### src/rtl/core/ihg_pkg.sv
// Shared constants and types for the IPv4 header generator.
package ihg_pkg;

  localparam int unsigned MAX_FRAME = 1600;
  localparam int unsigned HDR_BYTES = 20;
  localparam int unsigned NUM_WORDS = 5;

  localparam logic [7:0]  VER_IHL    = 8'h45;
  localparam logic [7:0]  TTL_VALUE  = 8'd64;
  localparam logic [15:0] IDENT_INIT = 16'd1;
  localparam logic [2:0]  LAST_INDEX = 3'(NUM_WORDS - 1);

  localparam int unsigned OUT_DATA_W = 72;
  localparam int unsigned IN_DATA_W  = 56;

  typedef enum logic [1:0] {
    CFG_LOCAL_ADDRESS   = 2'd0,
    CFG_SUBNET_MASK     = 2'd1,
    CFG_GATEWAY_ADDRESS = 2'd2
  } cfg_index_t;

  typedef struct packed {
    logic [NUM_WORDS-1:0][31:0] words;
    logic [31:0]                next_hop;
    logic                       is_broadcast;
    logic                       rejected;
  } hdr_t;

endpackage

### src/rtl/core/ipv4_header_generator.sv
// Top level of the IPv4 header generator: request register, header buffer and word output.
// Each request waits in an input register until the output buffer can take it; its
// whole header is then built in a single pass and loaded into the output buffer, from
// which five 32-bit words leave in network order, the fifth marked by tlast. A request
// too long for the frame gives one transfer with tuser set. The output channel sets the
// rate: rejected requests leave one per cycle while m_axis_tready is high, and each
// request passes the input register and then the output buffer before its first word.
// The next request is taken into the input register while the current header is still
// being sent. Configuration writes must be made while no request is in flight.
module ipv4_header_generator
  import ihg_pkg::*;
(
  input  logic                  clk,
  input  logic                  rst,
  input  logic                  cfg_we,
  input  logic [1:0]            cfg_index,
  input  logic [31:0]           cfg_data,
  input  logic                  s_axis_tvalid,
  output logic                  s_axis_tready,
  // dest_address[31:0], protocol_number[39:32], payload_length[55:40]
  input  logic [IN_DATA_W-1:0]  s_axis_tdata,
  output logic                  m_axis_tvalid,
  input  logic                  m_axis_tready,
  // header_word[31:0], word_index[34:32], next_hop[66:35], is_broadcast[67], zeros above
  output logic [OUT_DATA_W-1:0] m_axis_tdata,
  output logic                  m_axis_tlast,
  // rejected
  output logic                  m_axis_tuser
);

  logic [31:0] local_address;
  logic [31:0] subnet_mask;
  logic [31:0] gateway_address;
  logic [15:0] ident;

  logic                 req_valid;
  logic [IN_DATA_W-1:0] req_data;
  logic                 out_valid;
  hdr_t                 out_hdr;
  logic [2:0]           word_index;
  hdr_t                 built;
  logic                 load;
  logic                 out_last;
  logic [31:0]          cur_word;

  always_ff @(posedge clk) begin
    if (rst) begin
      local_address   <= '0;
      subnet_mask     <= '0;
      gateway_address <= '0;
    end else if (cfg_we) begin
      case (cfg_index)
        CFG_LOCAL_ADDRESS:   local_address   <= cfg_data;
        CFG_SUBNET_MASK:     subnet_mask     <= cfg_data;
        CFG_GATEWAY_ADDRESS: gateway_address <= cfg_data;
        default: ;
      endcase
    end
  end

  ihg_build u_build (
    .dest_address    (req_data[31:0]),
    .protocol_number (req_data[39:32]),
    .payload_length  (req_data[55:40]),
    .ident           (ident),
    .local_address   (local_address),
    .subnet_mask     (subnet_mask),
    .gateway_address (gateway_address),
    .hdr             (built)
  );

  assign out_last      = out_hdr.rejected || word_index == LAST_INDEX;
  assign load          = req_valid && (!out_valid || (m_axis_tready && out_last));
  assign s_axis_tready = !req_valid || load;

  always_ff @(posedge clk) begin
    if (rst) begin
      req_valid <= 1'b0;
    end else if (s_axis_tvalid && s_axis_tready) begin
      req_valid <= 1'b1;
    end else if (load) begin
      req_valid <= 1'b0;
    end
  end

  always_ff @(posedge clk) begin
    if (s_axis_tvalid && s_axis_tready) begin
      req_data <= s_axis_tdata;
    end
  end

  always_ff @(posedge clk) begin
    if (rst) begin
      ident <= IDENT_INIT;
    end else if (load && !built.rejected) begin
      ident <= ident + 16'd1;
    end
  end

  always_ff @(posedge clk) begin
    if (rst) begin
      out_valid  <= 1'b0;
      word_index <= '0;
    end else if (load) begin
      out_valid  <= 1'b1;
      word_index <= '0;
    end else if (out_valid && m_axis_tready) begin
      if (out_last) begin
        out_valid <= 1'b0;
      end
      word_index <= word_index + 3'd1;
    end
  end

  always_ff @(posedge clk) begin
    if (load) begin
      out_hdr <= built;
    end
  end

  always_comb begin
    case (word_index)
      3'd0:    cur_word = out_hdr.words[0];
      3'd1:    cur_word = out_hdr.words[1];
      3'd2:    cur_word = out_hdr.words[2];
      3'd3:    cur_word = out_hdr.words[3];
      3'd4:    cur_word = out_hdr.words[4];
      default: cur_word = '0;
    endcase
  end

  assign m_axis_tvalid = out_valid;
  assign m_axis_tdata  = {4'b0000, out_hdr.is_broadcast, out_hdr.next_hop,
                          (out_hdr.rejected ? 3'd0 : word_index), cur_word};
  assign m_axis_tlast  = out_last;
  assign m_axis_tuser  = out_hdr.rejected;

endmodule

### src/rtl/core/ihg_build.sv
// Header construction: length check, checksum and next-hop selection for one request.
module ihg_build
  import ihg_pkg::*;
(
  input  logic [31:0] dest_address,
  input  logic [7:0]  protocol_number,
  input  logic [15:0] payload_length,
  input  logic [15:0] ident,
  input  logic [31:0] local_address,
  input  logic [31:0] subnet_mask,
  input  logic [31:0] gateway_address,
  output hdr_t        hdr
);

  logic [16:0] total;
  logic        too_long;
  logic [19:0] sum;
  logic [16:0] fold1;
  logic [15:0] fold2;
  logic [15:0] checksum;
  logic        bcast;
  logic [31:0] hop;
  logic        off_subnet;

  assign total    = 17'(payload_length) + 17'(HDR_BYTES);
  assign too_long = total > 17'(MAX_FRAME);

  assign sum = 20'({VER_IHL, 8'h00}) + 20'(total[15:0]) + 20'(ident)
             + 20'({TTL_VALUE, protocol_number})
             + 20'(local_address[31:16]) + 20'(local_address[15:0])
             + 20'(dest_address[31:16]) + 20'(dest_address[15:0]);
  assign fold1    = 17'(sum[15:0]) + 17'(sum[19:16]);
  assign fold2    = fold1[15:0] + 16'(fold1[16]);
  assign checksum = ~fold2;

  assign bcast      = dest_address == 32'hFFFF_FFFF;
  assign off_subnet = ((dest_address ^ local_address) & subnet_mask) != 32'd0;

  always_comb begin
    if (bcast || !off_subnet || gateway_address == 32'd0) begin
      hop = dest_address;
    end else begin
      hop = gateway_address;
    end
  end

  always_comb begin
    if (too_long) begin
      hdr = '0;
      hdr.rejected = 1'b1;
    end else begin
      hdr.words[0]     = {VER_IHL, 8'h00, total[15:0]};
      hdr.words[1]     = {ident, 16'h0000};
      hdr.words[2]     = {TTL_VALUE, protocol_number, checksum};
      hdr.words[3]     = local_address;
      hdr.words[4]     = dest_address;
      hdr.next_hop     = hop;
      hdr.is_broadcast = bcast;
      hdr.rejected     = 1'b0;
    end
  end

endmodule

### config.mk
export PLATFORM = sky130hd
export DESIGN_NAME = ipv4_header_generator
export DESIGN_NICKNAME = d
export VERILOG_FILES = /design/src/rtl/core/ihg_pkg.sv /design/src/rtl/core/ipv4_header_generator.sv /design/src/rtl/core/ihg_build.sv
export SDC_FILE = /design/constraint.sdc
export NUM_CORES = 1
export LEC_CHECK = 0
export BUFFER_PORTS_ARGS = -buffer_cell sky130_fd_sc_hd__buf_4
export CORE_ASPECT_RATIO = 0.7
export CORE_MARGIN = 2
export CORE_UTILIZATION = 54
export DETAILED_ROUTE_END_ITERATION = 7
export PLACE_DENSITY = 0.76
export SYNTH_ARGS = -nofsm -noshare
export SYNTH_HDL_FRONTEND = slang
export SYNTH_SLANG_ARGS = --single-unit
### constraint.sdc
create_clock -name clk -period 10.5 [get_ports clk]
set_clock_uncertainty 0.05 [all_clocks]
set_input_delay 1.575 -clock clk [delete_from_list [all_inputs] [get_ports clk]]
set_output_delay 1.575 -clock clk [all_outputs]
set_load 0.005 [all_outputs]
# Word-level counts from Yosys, hierarchy flattened
# Cells that the tools add are included.
# op_classes
addsub	12
order_cmp	1
n_eq_ne	7
muxes	9
n_bitwise	3
n_reduce_logical	26
# op_table
operator	n
case mux 32 bit (5 select lines)	1
2-to-1 mux 129 bit	1
adder 20 x 16 -> 20 bit	5
AND 32 bit	1
equality test 32 bit, second input constant	1
zero test 32 bit	1
2-to-1 mux 32 bit	1
nonzero test 32 bit	1
XOR 32 bit	1
adder 20 x 15 -> 20 bit	1
adder 15 x 16 -> 17 bit, first input constant	1
adder 16 x 4 -> 17 bit	1
adder 16 x 5 -> 17 bit, second input constant	1
greater-than comparator 17 x 11 -> 1 bit, second input constant	1
adder 16 x 1 -> 16 bit	1
adder 16 x 1 -> 16 bit, second input constant	1
NOT 16 bit	1
AND reduction 2 bit	4
equality test 3 x 2 -> 1 bit, second input constant	2
nonzero test 2 bit	3
logical AND 1 bit	5
logical OR 1 bit	5
2-to-1 mux 1 bit	5
zero test 1 bit	4
9 further kinds	9
# word_totals
reg_bits	367
input_bits	95
out_inout_bits	76
wordCells	77

# Longest topological paths before layout
# depth
word_depth	14
mapped_depth	43
mapped_depth_nobuf	43

# Modules after synthesis
# Synthesis repeated with hierarchy kept, for this count alone.
# hier_totals
hier_cells	1774
area_unflattened_um2	18809.3
# by_module_without_submodules
mod	n_inst	cells_per_inst	area_each_um2	seq_area_each_um2
ipv4_header_generator	1	979	13002.5	9849.4
ihg_build	1	795	5806.8	0.0

# Worst setup path before layout
# No wires, ideal clock.
# synth_timing
kind	input to register
from	in m_axis_tready
to	reg ident[15]
setup_time_ns	0.070
arrival_ns	10.302
required_ns	10.380
path_slack_ns	0.078
path_stages	6
path_buffers	0
path_cell_list	a21boi_0 -> nor2b_1 -> and4_1 -> nand4_2 -> or3_1 -> a21oi_1
# synth_via
elab_chain_len	4
# synth_rtl
item	line_no	text
start, declared	ipv4_header_generator.sv:23	input logic m_axis_tready,
logical AND 1 bit	ipv4_header_generator.sv:73	assign load = req_valid && (!out_valid || (m_axis_tready && out_last));
logical OR 1 bit	ipv4_header_generator.sv:73	
logical AND 1 bit	ipv4_header_generator.sv:73	
net load	ipv4_header_generator.sv:42	logic load;
logical AND 1 bit	ipv4_header_generator.sv:95	end else if (load && !built.rejected) begin
end signal, assigned	ipv4_header_generator.sv:96	ident <= ident + 16'd1;
end, declared	ipv4_header_generator.sv:34	logic [15:0] ident;
# The timed path passes the listed nets, and every way through them passes these cells.
# A chain may end at the register's enable or synchronous reset.

# Final worst setup path
# layout_timing
from	reg req_data[42]
to	reg out_hdr[112] (netlist bit), data pin
# layout_via
elab_chain_len	11
word_cells_on_any_way	12
classes_between	add/sub: 10; order compare: 1; bitwise: 1
# layout_rtl
item	line_no	text
start, declared	ipv4_header_generator.sv:37	logic [IN_DATA_W-1:0] req_data;
start signal, assigned	ipv4_header_generator.sv:88	req_data <= s_axis_tdata;
adder 16 x 5 -> 17 bit (*)	ihg_build.sv:25	assign total = 17'(payload_length) + 17'(HDR_BYTES);
adder 15 x 16 -> 17 bit	ihg_build.sv:28	assign sum = 20'({VER_IHL, 8'h00}) + 20'(total[15:0]) + 20'(ident)
adder 20 x 16 -> 20 bit	ihg_build.sv:28	
adder 20 x 15 -> 20 bit	ihg_build.sv:29	+ 20'({TTL_VALUE, protocol_number})
adder 20 x 16 -> 20 bit (2 in a row)	ihg_build.sv:30	+ 20'(local_address[31:16]) + 20'(local_address[15:0])
adder 20 x 16 -> 20 bit (2 in a row)	ihg_build.sv:31	+ 20'(dest_address[31:16]) + 20'(dest_address[15:0]);
adder 16 x 4 -> 17 bit	ihg_build.sv:32	assign fold1 = 17'(sum[15:0]) + 17'(sum[19:16]);
adder 16 x 1 -> 16 bit	ihg_build.sv:33	assign fold2 = fold1[15:0] + 16'(fold1[16]);
NOT 16 bit	ihg_build.sv:34	assign checksum = ~fold2;
end signal, assigned	ipv4_header_generator.sv:117	out_hdr <= built;
end, declared	ipv4_header_generator.sv:39	hdr_t out_hdr;
# Every way passes the cells marked *; elsewhere a longest branch is shown, timed or not.

==> impl_metrics.env <==
export IMPL_cts_root_buf="clkbuf_16"
export IMPL_cts_setup_buffers=0
export IMPL_status="completed"
export IMPL_clkPwrFrac_pct=28.7
export IMPL_wl_per_cell_microns=22.4
export IMPL_totalWireLength_mm=49.5
export IMPL_vias=12900
export IMPL_fin_ws_ps=839
export IMPL_tightest_slew_ps=1300
export IMPL_worstSetupStartpointType="register"
export IMPL_ios=171
export IMPL_place_ws_ps=956
export IMPL_drtIter0Drc=1553
export IMPL_period_minus_slack_ps=9660
export IMPL_grt_usage_pct=29.5
export IMPL_rsz0062_at_grt="no"
export IMPL_power_mw=4.28
export IMPL_cts_hold_buf=0
export IMPL_cts_tree="yes"
export IMPL_clock_latency_ps=530
export IMPL_overflow=0
export IMPL_netlist_area_sq_um=17500
export IMPL_end_kind="register"
export IMPL_critPathBufInv=5
export IMPL_critPathMaxStageDelay_ps=540
export IMPL_finalHoldViolCount=0
export IMPL_synth_top_cells_by_area="edfxtp_1 36%, dfxtp_1 13%, fa_1 8.0%"
export IMPL_grt_start_max_net_pins=85
export IMPL_p_sw_share_pct=35.5
export IMPL_clock_sinks=328
export IMPL_cp_max_fo=7
export IMPL_synth_async_reset_ratio_pct=0
export IMPL_yosysSeqAreaShare_pct=49.7
export IMPL_fin_nets=1972
export IMPL_max_slew_margin_pct=13.1
export IMPL_ys_ff_latch=328
export IMPL_synth_edff_count=211
export IMPL_avgSynthCellArea_sq_um=10.6
export IMPL_ant_nets=0
export IMPL_irDropWorstVdd_mv=0.129
export IMPL_dieArea_sq_um=33800
export IMPL_synthTopCellsByCount="235 x nand2_1, 211 x edfxtp_1, 128 x a21oi_1"
export IMPL_slowest_stage="fa_1"
export IMPL_p_sw_mw=1.52
export IMPL_antenna_found_initial=4
export IMPL_cts_resized=0
export IMPL_die_w_microns=219
export IMPL_setup_viol=0
export IMPL_setup_tns_final_ps=0
export IMPL_fin_crit_sh_pct=92.0
export IMPL_core_area_sq_um=32100
export IMPL_grt_pass1_vias=12400
export IMPL_path_class="register to register"
export IMPL_drive_gt1_share_pct=15.1
export IMPL_grt_pass1_wl_mm=74.0
export IMPL_synthDominantCellAreaShare_pct=36.3
export IMPL_area_growth_pct=14.2
export IMPL_portBuffers=166
export IMPL_rows=55
export IMPL_cellPowerDensity_nw_per_um2=214
export IMPL_crit_family="adder cells"
export IMPL_ys_flop_type="edfxtp_1"
export IMPL_ctsHtreeMaxLevel=2
export IMPL_drv_cap=0
export IMPL_max_clock_freq_mhz=104
export IMPL_vias_per_cell=5.83
export IMPL_start_util_pct=54.5
export IMPL_synth_cells=1652
export IMPL_internal_power_mw=2.76
export IMPL_numCtsBuffers=34
export IMPL_clkSlewWorstSetupHoldPaths_ps=70
export IMPL_cp_arrival_ps=9980
export IMPL_hold_ws_ps=405
export IMPL_hold_class="register to register"
export IMPL_drv_slew=0
export IMPL_clock_path_buffers=3
export IMPL_worstPathRequired_ps=10820
export IMPL_place_gp_congestion=0.947
export IMPL_p_leak_nw=7.90
export IMPL_power_frac_seq_pct=34.6
export IMPL_combPwrFrac_pct=36.7
export IMPL_fp_dieH_microns=155
export IMPL_dr_pass1_iters=6
export IMPL_drc=0
export IMPL_yosysMostFrequentCell="nand2_1"
export IMPL_ys_types=70
export IMPL_yosysTopAreaCell="edfxtp_1"
export IMPL_yosys_warnings=0
export IMPL_dpl_hpwl_mm=36.0
[per-stage QoR]
| step | cell area, sq um | cells | utilization (%) |
|---|---|---|---|
| floorplan | 17500 | 1660 | - |
| global placement | 18800 | 2151 | 58.8 |
| detailed placement | 18800 | 2151 | 58.8 |
| CTS | 20000 | 2212 | 62.2 |
| global route | 20000 | 2212 | 62.2 |
| finish | 20000 | 2213 | 62.2 |
[worst reg2reg max path: cells and delay by family, from the launching register on]
kind	cells	cell delay [ps]
buffers and inverters	5	430
AO/OA/AOI/OAI	14	3180
XOR/XNOR	3	570
adder cells (fa/ha/maj)	9	3310
flip-flops	1	470
AND/OR/NAND/NOR	9	1480
[sequential cells by signal (all words and copies together) (netlist names)]
register	flops
req_data	56
m_axis_tuser	1
ident	16
subnet_mask	32
word_index	3
gateway_address	32
local_address	32
req_valid	1
out_hdr	121
m_axis_tdata	33
m_axis_tvalid	1
[cells in the final DEF, fill, tap and decap left out, types with 12 or more instances in the layout]
cell         n
nor2_1     107
o21ai_0     29
xor2_1      57
edfxtp_1   211
nand2_1    235
a22oi_1     36
a222oi_1    21
nand4_1     24
ha_1        46
clkbuf_1    12
a21oi_1    127
fa_1        70
clkbuf_16   37
mux2_2      15
nor3_1      24
mux2i_1     36
buf_4      181
nand3_1     23
xnor2_1     31
inv_1      105
dfxtp_1    117
and2_1      88
nor4_1      13
[final timing paths]
kind / startpoint / to / slack [ps] / cells past startpoint
max reg2reg: req_data[42] / out_hdr[112] / 840 / 40
max: req_data[42] / out_hdr[112] / 840 / 40
min: subnet_mask[15] / subnet_mask[15] / 400 / 2
min reg2reg: subnet_mask[15] / subnet_mask[15] / 400 / 2
[power groups by stage]
stage	Sequential, mW	Clock (mW)	Combinational (mW)
after global placement	1.50	0	1.52
after CTS	1.48	1.24	1.54
after global routing	1.48	1.29	1.72
final	1.48	1.23	1.57
after detailed placement	1.51	0	1.53
after floorplan	1.49	0	1.14
[logic make-up (layout without fill, tap and decap cells)]
group | count (synthesis) | after routing | synth area share [%]
other cells | 1 | 10 | 0.0215
mux | 51 | 51 | 3.03
simple gates | 572 | 572 | 15.5
compound gates | 271 | 271 | 10.2
flops | 328 | 328 | 49.7
xor+xnor | 89 | 89 | 4.50
buf+inv | 223 | 348 | 5.66
fa+ha+maj | 117 | 117 | 11.4
[layout make-up]
class,count,area [sq um]
tap,427,534
timing repair buffer,181,1360
clock buffer,50,985
inverter,106,398
sequential,328,8680
antenna,1,2.50
clock inverter,11,131
fill,2625,12100
multi-input combinational,1109,7870
[routing by layer]
layer / track usage [%] / part of all wire, % / wire [microns]
met4: 7.75 / 2.1 / 1030
met5: 0 / 0.053 / 26
met2: 42.3 / 43 / 21200
met1: 43.7 / 44 / 21800
met3: 8.53 / 11 / 5440
Power figures use the tool's default switching activity.
